### src/design/c16d_pkg.sv
// package: shared widths, codes, result type and crc helper for the frame deframer
`timescale 1ns / 1ps
`default_nettype none
package c16d_pkg;

	localparam int OP_W      = 2;
	localparam int BYTE_W    = 8;
	localparam int KIND_W    = 3;
	localparam int LEN_W     = 16;
	localparam int CRC_W     = 16;
	localparam int TICK_W    = 32;
	localparam int CFG_IDX_W = 2;
	localparam int CFG_W     = 32;

	// input operations
	localparam logic [OP_W-1:0] OP_BYTE  = 2'd0;
	localparam logic [OP_W-1:0] OP_TICK  = 2'd1;
	localparam logic [OP_W-1:0] OP_ABORT = 2'd2;

	// result kinds
	localparam logic [KIND_W-1:0] KIND_PAYLOAD = 3'd0;
	localparam logic [KIND_W-1:0] KIND_GOOD    = 3'd1;
	localparam logic [KIND_W-1:0] KIND_CRC_BAD = 3'd2;
	localparam logic [KIND_W-1:0] KIND_TOO_BIG = 3'd3;
	localparam logic [KIND_W-1:0] KIND_TIMEOUT = 3'd4;

	// configuration register indexes
	localparam logic [CFG_IDX_W-1:0] REG_HEADER  = 2'd0;
	localparam logic [CFG_IDX_W-1:0] REG_MAX_LEN = 2'd1;
	localparam logic [CFG_IDX_W-1:0] REG_TIMEOUT = 2'd2;

	localparam logic [BYTE_W-1:0] HEADER_RST  = 8'hFF;
	localparam logic [LEN_W-1:0]  MAX_LEN_RST = 16'd448;
	localparam logic [TICK_W-1:0] TIMEOUT_RST = 32'd500;

	localparam logic [CRC_W-1:0] CRC_POLY = 16'h1021;
	localparam logic [CRC_W-1:0] CRC_INIT = 16'h0000;

	typedef struct packed {
		logic [KIND_W-1:0] kind;
		logic [BYTE_W-1:0] command;
		logic [BYTE_W-1:0] payload_byte;
		logic [LEN_W-1:0]  payload_index;
		logic [LEN_W-1:0]  frame_length;
		logic [CRC_W-1:0]  received_check;
		logic [CRC_W-1:0]  computed_check;
	} c16d_result_t;

	typedef struct packed {
		logic [BYTE_W-1:0] header;
		logic [LEN_W-1:0]  max_len;
		logic [TICK_W-1:0] timeout;
	} c16d_cfg_t;

	// msb-first crc-16 update over one byte
	function automatic logic [CRC_W-1:0] crc_byte(input logic [CRC_W-1:0] crc_in,
			input logic [BYTE_W-1:0] data);
		logic [CRC_W-1:0] c;
		c = crc_in ^ {data, 8'h00};
		for (int k = 0; k < BYTE_W; k++) begin
			if (c[CRC_W-1])
				c = {c[CRC_W-2:0], 1'b0} ^ CRC_POLY;
			else
				c = {c[CRC_W-2:0], 1'b0};
		end
		return c;
	endfunction

endpackage
`default_nettype wire

### src/design/c16d_if.sv
// stream interfaces: received request channel and result channel
`timescale 1ns / 1ps
`default_nettype none
interface c16d_req_if;
	import c16d_pkg::*;
	logic              valid;
	logic              ready;
	logic [OP_W-1:0]   op;
	logic [BYTE_W-1:0] byte_value;
	modport source (output valid, op, byte_value, input ready);
	modport sink (input valid, op, byte_value, output ready);
endinterface

interface c16d_rsp_if;
	import c16d_pkg::*;
	logic              valid;
	logic              ready;
	logic [KIND_W-1:0] kind;
	logic [BYTE_W-1:0] command;
	logic [BYTE_W-1:0] payload_byte;
	logic [LEN_W-1:0]  payload_index;
	logic [LEN_W-1:0]  frame_length;
	logic [CRC_W-1:0]  received_check;
	logic [CRC_W-1:0]  computed_check;
	modport source (output valid, kind, command, payload_byte, payload_index, frame_length,
		received_check, computed_check, input ready);
	modport sink (input valid, kind, command, payload_byte, payload_index, frame_length,
		received_check, computed_check, output ready);
endinterface
`default_nettype wire

### src/design/crc16_packet_deframer.sv
// Length-prefixed frame deframer with CRC-16 (poly 0x1021, init 0) over the payload.
// Requests carry a received byte, a time tick or an abort. One request is taken every
// clock cycle unless a stalled result holds the flow; it sits in an input register,
// the parser then updates its state and the result register in a single pass, and a
// result is offered from the result register. A new request can enter the input
// register while an earlier result still waits; when that result stalls, at most one
// more request is held. Payload bytes leave as they arrive, and each frame past its
// length field ends in one status result unless it is aborted. Configuration writes
// take effect at the next edge and belong in idle periods only.
`timescale 1ns / 1ps
`default_nettype none
module crc16_packet_deframer (
	input  wire logic                            clk,
	input  wire logic                            arst_n,
	c16d_req_if.sink                             req,
	c16d_rsp_if.source                           rsp,
	input  wire logic                            cfg_wr_en,
	input  wire logic [c16d_pkg::CFG_IDX_W-1:0]  cfg_index,
	input  wire logic [c16d_pkg::CFG_W-1:0]      cfg_data
);
	import c16d_pkg::*;

	c16d_cfg_t         cfg_q;
	logic              valid_s1;
	logic [OP_W-1:0]   op_s1;
	logic [BYTE_W-1:0] byte_s1;
	logic              advance;
	logic              res_valid;
	c16d_result_t      res;
	logic              out_valid_q;
	c16d_result_t      out_q;

	assign advance   = valid_s1 && (!out_valid_q || rsp.ready);
	assign req.ready = !valid_s1 || advance;

	always_ff @(posedge clk or negedge arst_n) begin
		if (!arst_n) begin
			cfg_q.header  <= HEADER_RST;
			cfg_q.max_len <= MAX_LEN_RST;
			cfg_q.timeout <= TIMEOUT_RST;
		end else if (cfg_wr_en) begin
			case (cfg_index)
				REG_HEADER:  cfg_q.header  <= cfg_data[BYTE_W-1:0];
				REG_MAX_LEN: cfg_q.max_len <= cfg_data[LEN_W-1:0];
				REG_TIMEOUT: cfg_q.timeout <= cfg_data[TICK_W-1:0];
				default: begin
				end
			endcase
		end
	end

	always_ff @(posedge clk or negedge arst_n) begin
		if (!arst_n)
			valid_s1 <= 1'b0;
		else if (req.ready)
			valid_s1 <= req.valid;
	end

	always_ff @(posedge clk) begin
		if (req.valid && req.ready) begin
			op_s1   <= req.op;
			byte_s1 <= req.byte_value;
		end
	end

	c16d_parser u_parser (
		.clk        (clk),
		.arst_n     (arst_n),
		.step_en    (advance),
		.op         (op_s1),
		.byte_value (byte_s1),
		.cfg        (cfg_q),
		.res_valid  (res_valid),
		.res        (res)
	);

	always_ff @(posedge clk or negedge arst_n) begin
		if (!arst_n)
			out_valid_q <= 1'b0;
		else if (advance)
			out_valid_q <= res_valid;
		else if (rsp.ready)
			out_valid_q <= 1'b0;
	end

	always_ff @(posedge clk) begin
		if (advance && res_valid)
			out_q <= res;
	end

	assign rsp.valid          = out_valid_q;
	assign rsp.kind           = out_q.kind;
	assign rsp.command        = out_q.command;
	assign rsp.payload_byte   = out_q.payload_byte;
	assign rsp.payload_index  = out_q.payload_index;
	assign rsp.frame_length   = out_q.frame_length;
	assign rsp.received_check = out_q.received_check;
	assign rsp.computed_check = out_q.computed_check;

	a_hold_stalled_request: assert property (@(posedge clk) disable iff (!arst_n)
		valid_s1 && !advance |=> valid_s1 && $stable(op_s1) && $stable(byte_s1))
		else $error("held request lost while result stalled");

	a_payload_index: assert property (@(posedge clk) disable iff (!arst_n)
		rsp.valid && rsp.kind == KIND_PAYLOAD |-> rsp.payload_index < rsp.frame_length)
		else $error("payload index beyond frame length");

	a_good_matches: assert property (@(posedge clk) disable iff (!arst_n)
		rsp.valid && rsp.kind == KIND_GOOD |-> rsp.received_check == rsp.computed_check)
		else $error("good frame with differing checks");

	a_bad_differs: assert property (@(posedge clk) disable iff (!arst_n)
		rsp.valid && rsp.kind == KIND_CRC_BAD |-> rsp.received_check != rsp.computed_check)
		else $error("crc mismatch with equal checks");

endmodule
`default_nettype wire

### src/design/c16d_parser.sv
// frame parser state machine with running crc and idle timer
`timescale 1ns / 1ps
`default_nettype none
module c16d_parser (
	input  wire logic                          clk,
	input  wire logic                          arst_n,
	input  wire logic                          step_en,
	input  wire logic [c16d_pkg::OP_W-1:0]     op,
	input  wire logic [c16d_pkg::BYTE_W-1:0]   byte_value,
	input  wire c16d_pkg::c16d_cfg_t           cfg,
	output logic                               res_valid,
	output c16d_pkg::c16d_result_t             res
);
	import c16d_pkg::*;

	localparam logic [2:0] PH_HEADER  = 3'd0;
	localparam logic [2:0] PH_COMMAND = 3'd1;
	localparam logic [2:0] PH_LEN_LO  = 3'd2;
	localparam logic [2:0] PH_LEN_HI  = 3'd3;
	localparam logic [2:0] PH_PAYLOAD = 3'd4;
	localparam logic [2:0] PH_CRC_LO  = 3'd5;
	localparam logic [2:0] PH_CRC_HI  = 3'd6;

	logic [2:0]        phase_q, phase_n, phase_eff;
	logic [BYTE_W-1:0] cmd_q, cmd_n;
	logic [LEN_W-1:0]  len_q, len_n;
	logic [LEN_W-1:0]  count_q, count_n;
	logic [BYTE_W-1:0] low_q, low_n;
	logic [CRC_W-1:0]  crc_q, crc_n;
	logic [TICK_W-1:0] idle_q, idle_n;
	logic [LEN_W-1:0]  count_inc;
	logic [LEN_W-1:0]  new_len;
	logic [CRC_W-1:0]  rx_check;

	assign count_inc = count_q + 1'b1;
	assign new_len   = {byte_value, low_q};
	assign rx_check  = {byte_value, low_q};

	always_comb begin
		phase_n   = phase_q;
		phase_eff = phase_q;
		cmd_n     = cmd_q;
		len_n     = len_q;
		count_n   = count_q;
		low_n     = low_q;
		crc_n     = crc_q;
		idle_n    = idle_q;
		res_valid = 1'b0;
		res       = '0;
		res.command      = cmd_q;
		res.frame_length = len_q;
		if (step_en) begin
			case (op)
				OP_TICK: begin
					if (idle_q != '1)
						idle_n = idle_q + 1'b1;
				end
				OP_ABORT: begin
					phase_n = PH_HEADER;
					idle_n  = '0;
				end
				OP_BYTE: begin
					// a stale frame is dropped, then the byte is hunted as a header
					if (phase_q != PH_HEADER && idle_q > cfg.timeout) begin
						res_valid = 1'b1;
						res.kind  = KIND_TIMEOUT;
						phase_eff = PH_HEADER;
					end
					idle_n = '0;
					case (phase_eff)
						PH_COMMAND: begin
							cmd_n   = byte_value;
							phase_n = PH_LEN_LO;
						end
						PH_LEN_LO: begin
							low_n   = byte_value;
							phase_n = PH_LEN_HI;
						end
						PH_LEN_HI: begin
							len_n = new_len;
							if (new_len > cfg.max_len) begin
								res_valid        = 1'b1;
								res.kind         = KIND_TOO_BIG;
								res.frame_length = new_len;
								phase_n          = PH_HEADER;
							end else if (new_len == '0) begin
								phase_n = PH_CRC_LO;
							end else begin
								count_n = '0;
								crc_n   = CRC_INIT;
								phase_n = PH_PAYLOAD;
							end
						end
						PH_PAYLOAD: begin
							res_valid         = 1'b1;
							res.kind          = KIND_PAYLOAD;
							res.payload_byte  = byte_value;
							res.payload_index = count_q;
							crc_n             = crc_byte(crc_q, byte_value);
							count_n           = count_inc;
							if (count_inc >= len_q)
								phase_n = PH_CRC_LO;
						end
						PH_CRC_LO: begin
							low_n   = byte_value;
							phase_n = PH_CRC_HI;
						end
						PH_CRC_HI: begin
							res_valid          = 1'b1;
							res.kind           = (rx_check == crc_q) ? KIND_GOOD : KIND_CRC_BAD;
							res.received_check = rx_check;
							res.computed_check = crc_q;
							phase_n            = PH_HEADER;
						end
						default: begin
							phase_n = PH_HEADER;
							if (byte_value == cfg.header) begin
								phase_n = PH_COMMAND;
								cmd_n   = '0;
								len_n   = '0;
								count_n = '0;
								crc_n   = CRC_INIT;
							end
						end
					endcase
				end
				default: begin
				end
			endcase
		end
	end

	always_ff @(posedge clk or negedge arst_n) begin
		if (!arst_n) begin
			phase_q <= PH_HEADER;
			cmd_q   <= '0;
			len_q   <= '0;
			count_q <= '0;
			low_q   <= '0;
			crc_q   <= CRC_INIT;
			idle_q  <= '0;
		end else begin
			phase_q <= phase_n;
			cmd_q   <= cmd_n;
			len_q   <= len_n;
			count_q <= count_n;
			low_q   <= low_n;
			crc_q   <= crc_n;
			idle_q  <= idle_n;
		end
	end

	a_phase_legal: assert property (@(posedge clk) disable iff (!arst_n)
		phase_q != 3'd7)
		else $error("parser phase reached unused code");

	a_payload_in_range: assert property (@(posedge clk) disable iff (!arst_n)
		phase_q == PH_PAYLOAD |-> count_q < len_q)
		else $error("payload count ran past declared length");

	a_idle_cleared: assert property (@(posedge clk) disable iff (!arst_n)
		step_en && op == OP_BYTE |=> idle_q == '0)
		else $error("idle timer not cleared by a byte");

endmodule
`default_nettype wire

### src/flat_wrapper.sv
// flat-port wrapper written by rule: the top's interface ports become plain ports
module crc16_packet_deframer_flat import c16d_pkg::*;
  (clk, arst_n, cfg_wr_en, cfg_index, cfg_data, req_valid, req_op, req_byte_value, req_ready, rsp_valid, rsp_kind, rsp_command, rsp_payload_byte, rsp_payload_index, rsp_frame_length, rsp_received_check, rsp_computed_check, rsp_ready);
  c16d_req_if req_i ();
  c16d_rsp_if rsp_i ();
  input  wire logic clk;
  input  wire logic arst_n;
  input  wire logic cfg_wr_en;
  input  wire logic [c16d_pkg::CFG_IDX_W-1:0] cfg_index;
  input  wire logic [c16d_pkg::CFG_W-1:0] cfg_data;
  input wire logic [$bits(req_i.valid)-1:0] req_valid;
  input wire logic [$bits(req_i.op)-1:0] req_op;
  input wire logic [$bits(req_i.byte_value)-1:0] req_byte_value;
  output wire logic [$bits(req_i.ready)-1:0] req_ready;
  output wire logic [$bits(rsp_i.valid)-1:0] rsp_valid;
  output wire logic [$bits(rsp_i.kind)-1:0] rsp_kind;
  output wire logic [$bits(rsp_i.command)-1:0] rsp_command;
  output wire logic [$bits(rsp_i.payload_byte)-1:0] rsp_payload_byte;
  output wire logic [$bits(rsp_i.payload_index)-1:0] rsp_payload_index;
  output wire logic [$bits(rsp_i.frame_length)-1:0] rsp_frame_length;
  output wire logic [$bits(rsp_i.received_check)-1:0] rsp_received_check;
  output wire logic [$bits(rsp_i.computed_check)-1:0] rsp_computed_check;
  input wire logic [$bits(rsp_i.ready)-1:0] rsp_ready;
  assign req_i.valid = req_valid;
  assign req_i.op = req_op;
  assign req_i.byte_value = req_byte_value;
  assign req_ready = req_i.ready;
  assign rsp_valid = rsp_i.valid;
  assign rsp_kind = rsp_i.kind;
  assign rsp_command = rsp_i.command;
  assign rsp_payload_byte = rsp_i.payload_byte;
  assign rsp_payload_index = rsp_i.payload_index;
  assign rsp_frame_length = rsp_i.frame_length;
  assign rsp_received_check = rsp_i.received_check;
  assign rsp_computed_check = rsp_i.computed_check;
  assign rsp_i.ready = rsp_ready;
  crc16_packet_deframer u_core (.clk(clk), .arst_n(arst_n), .req(req_i), .rsp(rsp_i), .cfg_wr_en(cfg_wr_en), .cfg_index(cfg_index), .cfg_data(cfg_data));
endmodule
### config.mk
export PLATFORM = sky130hd
export DESIGN_NAME = crc16_packet_deframer_flat
export DESIGN_NICKNAME = d
export VERILOG_FILES = /design/src/design/c16d_pkg.sv /design/src/design/c16d_if.sv /design/src/design/crc16_packet_deframer.sv /design/src/design/c16d_parser.sv /design/src/flat_wrapper.sv
export SDC_FILE = /design/constraint.sdc
export NUM_CORES = 1
export LEC_CHECK = 0
export BUFFER_PORTS_ARGS = -buffer_cell sky130_fd_sc_hd__buf_2
export CORE_ASPECT_RATIO = 1.25
export CORE_MARGIN = 2
export CORE_UTILIZATION = 40
export DETAILED_ROUTE_END_ITERATION = 7
export PLACE_DENSITY = 0.62
export SYNTH_ARGS = -nofsm -noshare
export SYNTH_HDL_FRONTEND = slang
export SYNTH_SLANG_ARGS = --single-unit
### constraint.sdc
create_clock -name clk -period 15.1 [get_ports clk]
set_clock_uncertainty 0.2 [all_clocks]
set_input_delay 2.265 -clock clk [delete_from_list [all_inputs] [get_ports clk]]
set_output_delay 2.265 -clock clk [all_outputs]
set_load 0.005 [all_outputs]
**After elaboration in Yosys (flattened, before gate mapping)**

Index checks and enable logic that the tools add are counted.

- Input bits: 49
- Register bits after elaboration: 250
- Output and inout port bits: 85

- Equal/unequal tests: 17
- Order comparisons: 3
- Mux-type cells: 64
- Bitwise logic cells: 12
- Add/sub/neg operators: 2
- Reduce and logical (&&, ||, !) cells: 36

Operators with widths:

| cell | number |
|---|---|
| 16-bit two-way mux | 26 |
| 13-bit two-way mux | 8 |
| 48-bit two-way mux | 2 |
| 16-bit case mux with 3 select lines | 2 |
| 32-bit two-way mux | 2 |
| 32-bit case mux with 2 select lines | 1 |
| 32-bit by 1-bit adder with 32-bit output (second input constant) | 1 |
| 32-bit > comparator | 1 |
| 32-bit inequality test (second input constant) | 1 |
| 16-bit case mux with 2 select lines | 1 |
| 3-bit NOT | 8 |
| 3-bit two-way mux | 7 |
| 3-bit case mux with 6 select lines | 1 |
| 16-bit by 1-bit adder with 16-bit output (second input constant) | 1 |
| 16-bit == test | 1 |
| 16-bit greater-or-equal comparator | 1 |
| 16-bit > comparator | 1 |
| 16-bit logical NOT | 1 |
| 8-bit case mux with 2 select lines | 1 |
| 16-bit bitwise XOR | 1 |
| 3-bit AND reduction | 5 |
| 2-bit nonzero test | 5 |
| 5-bit OR reduction | 2 |
| 3-bit == test (second input constant) | 3 |
| other kinds (24) | 51 |

**Depth between registers and ports, before layout**

- Depth after elaboration: 42
- Mapped depth: 15
- Mapped depth without buffers: 14

**Modules after synthesis**

From an unflattened synthesis, not the netlist that was laid out.

- Cell total of the unflattened synthesis: 1076
- Area, all modules: 12642.1 µm²

By module, submodules not included:

| module | area an instance (µm²) | seq. area each (µm²) | cells each | times used |
|---|---|---|---|---|
| c16d_parser | 7611.0 | 2477.4 | 854 | 1 |
| crc16_packet_deframer | 5031.1 | 4265.3 | 222 | 1 |

**Worst setup path before layout**

Ideal clock, no wire load.

- Path type: input to register
- Start: in rsp_ready
- End: reg u_core.out_valid_q (netlist: u_core.rsp.valid)
- Path slack: 6916 ps
- Library setup time: 93 ps
- Data required time: 14807 ps
- Stages on the path: 7
- Arrival: 7891 ps
- Cell sequence: nor2b_1 nand2b_4 nor2_1 nand2_1 clkbuf_1 a31oi_1 or2_2

- Longest elaborated chain between the ends: 4

RTL lines:

| what | RTL line | source |
|---|---|---|
| from (decl) | flat_wrapper.sv:23 | `input wire logic [$bits(rsp_i.ready)-1:0] rsp_ready;` |
| 1-bit logical OR | crc16_packet_deframer.sv:33 | `assign advance = valid_s1 && (!out_valid_q \|\| rsp.ready);` |
| 1-bit logical AND | crc16_packet_deframer.sv:33 |  |
| 1-bit two-way mux | c16d_parser.sv:52 | `if (step_en) begin` |
| 1-bit two-way mux | crc16_packet_deframer.sv:80 | `else if (advance)` |
| to (signal assigned) | crc16_packet_deframer.sv:81 | `out_valid_q <= res_valid;` |
| to (decl) | crc16_packet_deframer.sv:30 | `logic out_valid_q;` |

Several ways; a longest one is shown, not always the timed one.
A chain may end at the register's enable or synchronous reset.

**Worst setup path after layout**

- Start: in rsp_ready
- End: reg u_core.out_q (netlist bit u_core.rsp.computed_check[15]) (enable)

- Longest elaborated chain between the ends: 4

RTL lines:

| what | RTL line | source |
|---|---|---|
| 1-bit logical OR (*) | crc16_packet_deframer.sv:33 |  |
| 1-bit logical AND (*) | crc16_packet_deframer.sv:33 |  |
| 1-bit two-way mux | c16d_parser.sv:52 |  |
| 1-bit logical AND (*) | crc16_packet_deframer.sv:87 | `if (advance && res_valid)` |
| to (signal assigned) | crc16_packet_deframer.sv:88 | `out_q <= res;` |
| to (decl) | crc16_packet_deframer.sv:31 | `c16d_result_t out_q;` |

Every way passes the cells marked *; elsewhere a longest branch is shown, timed or not.

==> results.tsv <==
stage	metric	value	unit
logic_synthesis	top cell type's share of synthesized area	0.275	
sta	Period minus WS final	5.50	ns
clock_tree	Root Driver	clkbuf_16	
power_and_ir_drop	Power Density	125	mW/mm2
logic_synthesis	Yosys top cell by area	dfrtp_1	
flow_run	maxcap violations	0	
floorplanning	# rows	73	
worst_setup_path	CP Launch Type	input port	
clock_tree	CTS Buf Count	28	
clock_tree	clock tree sinks	250	
clock_tree	setup bufs post-CTS	0	
logic_synthesis	Post-synth EDFFs	93	
drt	Detailed Route Iter0 Violations	514	
sta	final hold viol count	0	
layout	Area growth syn-to-layout	15.7	%
worst_setup_path	critical path peak fanout	48	
placed_design	port buffer count	133	
drt	via count	8714	
drt	DRC violations left	0	
logic_synthesis	register area share after synthesis	0.529	
grt	total grt overflow	0	
power_and_ir_drop	Leakage	6.48	nW
floorplanning	area of the core	0.0316	mm2
worst_setup_path	required time of the critical path	15.09	ns
placed_design	post-DP HPWL	21400	um
logic_synthesis	post-synthesis cell count	1109	
grt	vias in the first global route	8774	
logic_synthesis	FF+latch count, synth	250	
logic_synthesis	syn_area_per_cell	11.5	um2
logic_synthesis	most common cell in the netlist	dfrtp_1	
clock_tree	TritonCTS clock tree	done	
logic_synthesis	Synth async-reset ratio	0.628	
worst_setup_path	Buf+Inv Stages, Crit Path	3	
logic_synthesis	Distinct cells, synth	78	
worst_setup_path	worst-path cell chain	buf_2 > nor2b_1 > nand2b_4 > nor2_2 > buf_4 > nand2_1 > a31oi_4 > buf_4	
grt	gr usage total	0.184	
power_and_ir_drop	highest ir drop seen on vdd	0.0796	mV
sta	RSZ-0062 raised after global routing	no	
sta	hold_ws	0.251	ns
floorplanning	I/O pin total	134	
clock_tree	Reg clk slew, reported paths	0.06	ns
placed_design	Routability Congestion	0.871	
sta	period utilisation layout	0.364	
worst_setup_path	Crit path max-delay family	compound AO/OA/AOI/OAI gates	
min_path	worst hold path type	register to register	
floorplanning	Initial Utilization	0.403	
worst_setup_path	Max stage delay on crit path	1.18	ns
worst_setup_path	crit path kind	input port to register	
sta	final setup vio count	0	
drt	remaining antenna violation count	0	
worst_setup_path	flop2flop setup slack	10.49	ns
clock_tree	Hold Buf Count CTS	0	
grt	largest net degree at the start of global routing	84	
drt	DRT Pass-1 Iters	7	
sta	Slew HR	0.206	
logic_synthesis	Synth Flop Type	dfrtp_1	
clock_tree	Clock Latency Late Sink	0.55	ns
sta	Slew Viols, Final	0	
worst_setup_path	critical path arrival	5.49	ns
logic_synthesis	Cell Area, Synth	0.0127	mm2
clock_tree	PostCTS Resize Cnt	0	
floorplanning	die height	204	um
floorplanning	Die Footprint	0.0333	mm2
sta	Max Clk Rate	0.182	GHz
grt	first-pass GRT wire length	47900	um
clock_tree	htree depth	1	
worst_setup_path	critical path's most frequent cell	buf_4	
worst_setup_path	Worst setup EP type	register	
run_status	status	finished clean	
logic_synthesis	Synth area leaders	dfrtp_1, edfxtp_1, mux2_2, ha_1, xnor2_1	
layout	nets	1358	
grt	initial antenna violation count	0	
logic_synthesis	syn_nets	1224	
worst_setup_path	slowest stage cell on the critical path	a31oi_4	
drt	mean number of vias per cell	5.20	
layout	FILL cells	2981	
sta	Slew @ Worst Pin	1.19	ns
clock_tree	Longest Clk Path Bufs	3	
logic_synthesis	Synth top cells by count	dfrtp_1, inv_1, edfxtp_1	
floorplanning	Die X	164	um
logic_synthesis	synth warn	0	
drt	WL final	30000	um
sta	setup TNS	0	ns
layout	layout cells sized above 1	0.253	
drt	WL/cell	17.9	um
layout	ant diodes	0	
[layer usage]
| layer | part of all wire | up-vias | track usage |
|---|---|---|---|
| met3 | 0.037 | 53 | 0.0212 |
| met1 | 0.41 | 4276 | 0.226 |
| li1 | - | 4195 | - |
| met4 | 0.031 | 0 | 0.0661 |
| met2 | 0.52 | 190 | 0.330 |
| met5 | 0 | - | 0 |
[worst register-to-register path, cell delays in order, from the launching register on]
cell	delay [ns]
edfxtp_1	0.61
ha_1	0.42
nand4_1	0.17
a211oi_1	0.26
o31ai_1	0.14
a21oi_1	0.55
nand2_1	0.23
a31oi_4	0.99
buf_4	0.66
[layout make-up]
class                   count  area [um2]  share of cell area
well taps                 412         515              0.0350
clock buffers              34         754              0.0512
flip-flops and latches    250        6740               0.457
multi-input cells         720        5430               0.368
repair buffers            143         747              0.0507
clock inverters            18         180              0.0122
inverters                 100         375              0.0255
[layout by cell type, fill, tap and decap left out, types with 11 or more instances in the layout]
cell type / instances
nor2_1: 77
nand4_1: 20
mux2_2: 83
nor3_1: 13
clkbuf_16: 29
inv_1: 100
o2bb2ai_1: 11
xnor2_1: 52
buf_2: 132
ha_1: 66
xor2_1: 28
a21oi_1: 28
edfxtp_1: 93
nand2_1: 78
mux2i_1: 21
nand3_1: 30
dfstp_2: 17
nor4_1: 21
and2_1: 31
dfrtp_1: 140
o21ai_0: 30
[registers in the layout (all words and copies together), names as in the netlist]
| register | count |
|---|---|
| u_core.u_parser.len_q | 16 |
| u_core.rsp.payload_byte | 8 |
| u_core.rsp.frame_length | 16 |
| u_core.u_parser.crc_q | 16 |
| u_core.valid_s1 | 1 |
| u_core.op_s1 | 2 |
| u_core.cfg_q | 56 |
| u_core.rsp.received_check | 16 |
| u_core.u_parser.count_q | 16 |
| u_core.u_parser.idle_q | 32 |
| u_core.rsp.computed_check | 16 |
| u_core.rsp.payload_index | 16 |
| u_core.rsp.command | 8 |
| u_core.u_parser.cmd_q | 8 |
| u_core.byte_s1 | 8 |
| u_core.u_parser.phase_q | 3 |
| u_core.rsp.kind | 3 |
| u_core.u_parser.low_q | 8 |
| u_core.rsp.valid | 1 |
[final timing paths]
| check | start | cells after the start | endpoint |
|---|---|---|---|
| worst max-delay path | rsp_ready | 8 | u_core.rsp.computed_check[15]$_SDFFCE_PN0P_ |
| worst min-delay path | u_core.u_parser.cmd_q[4]$_DFFE_PN0P_ | 0 | u_core.rsp.command[4]$_DFFE_PP_ |
| worst max register to register | u_core.byte_s1[2]$_DFFE_PP_ | 8 | u_core.rsp.computed_check[15]$_SDFFCE_PN0P_ |
| worst min register to register | u_core.u_parser.cmd_q[4]$_DFFE_PN0P_ | 0 | u_core.rsp.command[4]$_DFFE_PP_ |
| max in group asynchronous | arst_n | 2 | u_core.u_parser.count_q[9]$_DFFE_PN0P_ |
| min in group asynchronous | arst_n | 1 | u_core.cfg_q[42]$_DFFE_PN0P_ |
[power breakdown]
| part | internal (mW) | switching [mW] | total, mW |
|---|---|---|---|
| logic | 0.137 | 0.159 | 0.296 |
| clock network | 0.408 | 0.283 | 0.691 |
| registers | 0.785 | 0.0717 | 0.856 |
| total | 1.33 | 0.514 | 1.84 |
[per-stage QoR]
step / std cells / util / worst slack (ns) / cell area (um2) / power, mW
final: 1677 / 0.467 / 9.60 / 14700 / 1.84
after global routing: 1677 / 0.467 / 9.32 / 14700 / 1.94
after CTS: 1677 / 0.467 / 9.60 / 14700 / 1.86
after detailed placement: 1625 / 0.437 / 9.01 / 13800 / 1.17
after global placement: 1625 / 0.437 / 9.07 / 13800 / 1.16
after floorplan: 1109 / - / 6.92 / 12700 / 1.07
[logic make-up after synthesis]
family / Yosys count / share of synthesized area
flip-flops: 250 / 0.529
AND/OR/NAND/NOR: 332 / 0.137
buffers and inverters: 139 / 0.0464
XOR/XNOR: 80 / 0.0550
multiplexers: 105 / 0.0910
adder cells (fa/ha/maj): 66 / 0.0648
AO/OA/AOI/OAI: 137 / 0.0762
(Power assumes the default switching activity.)
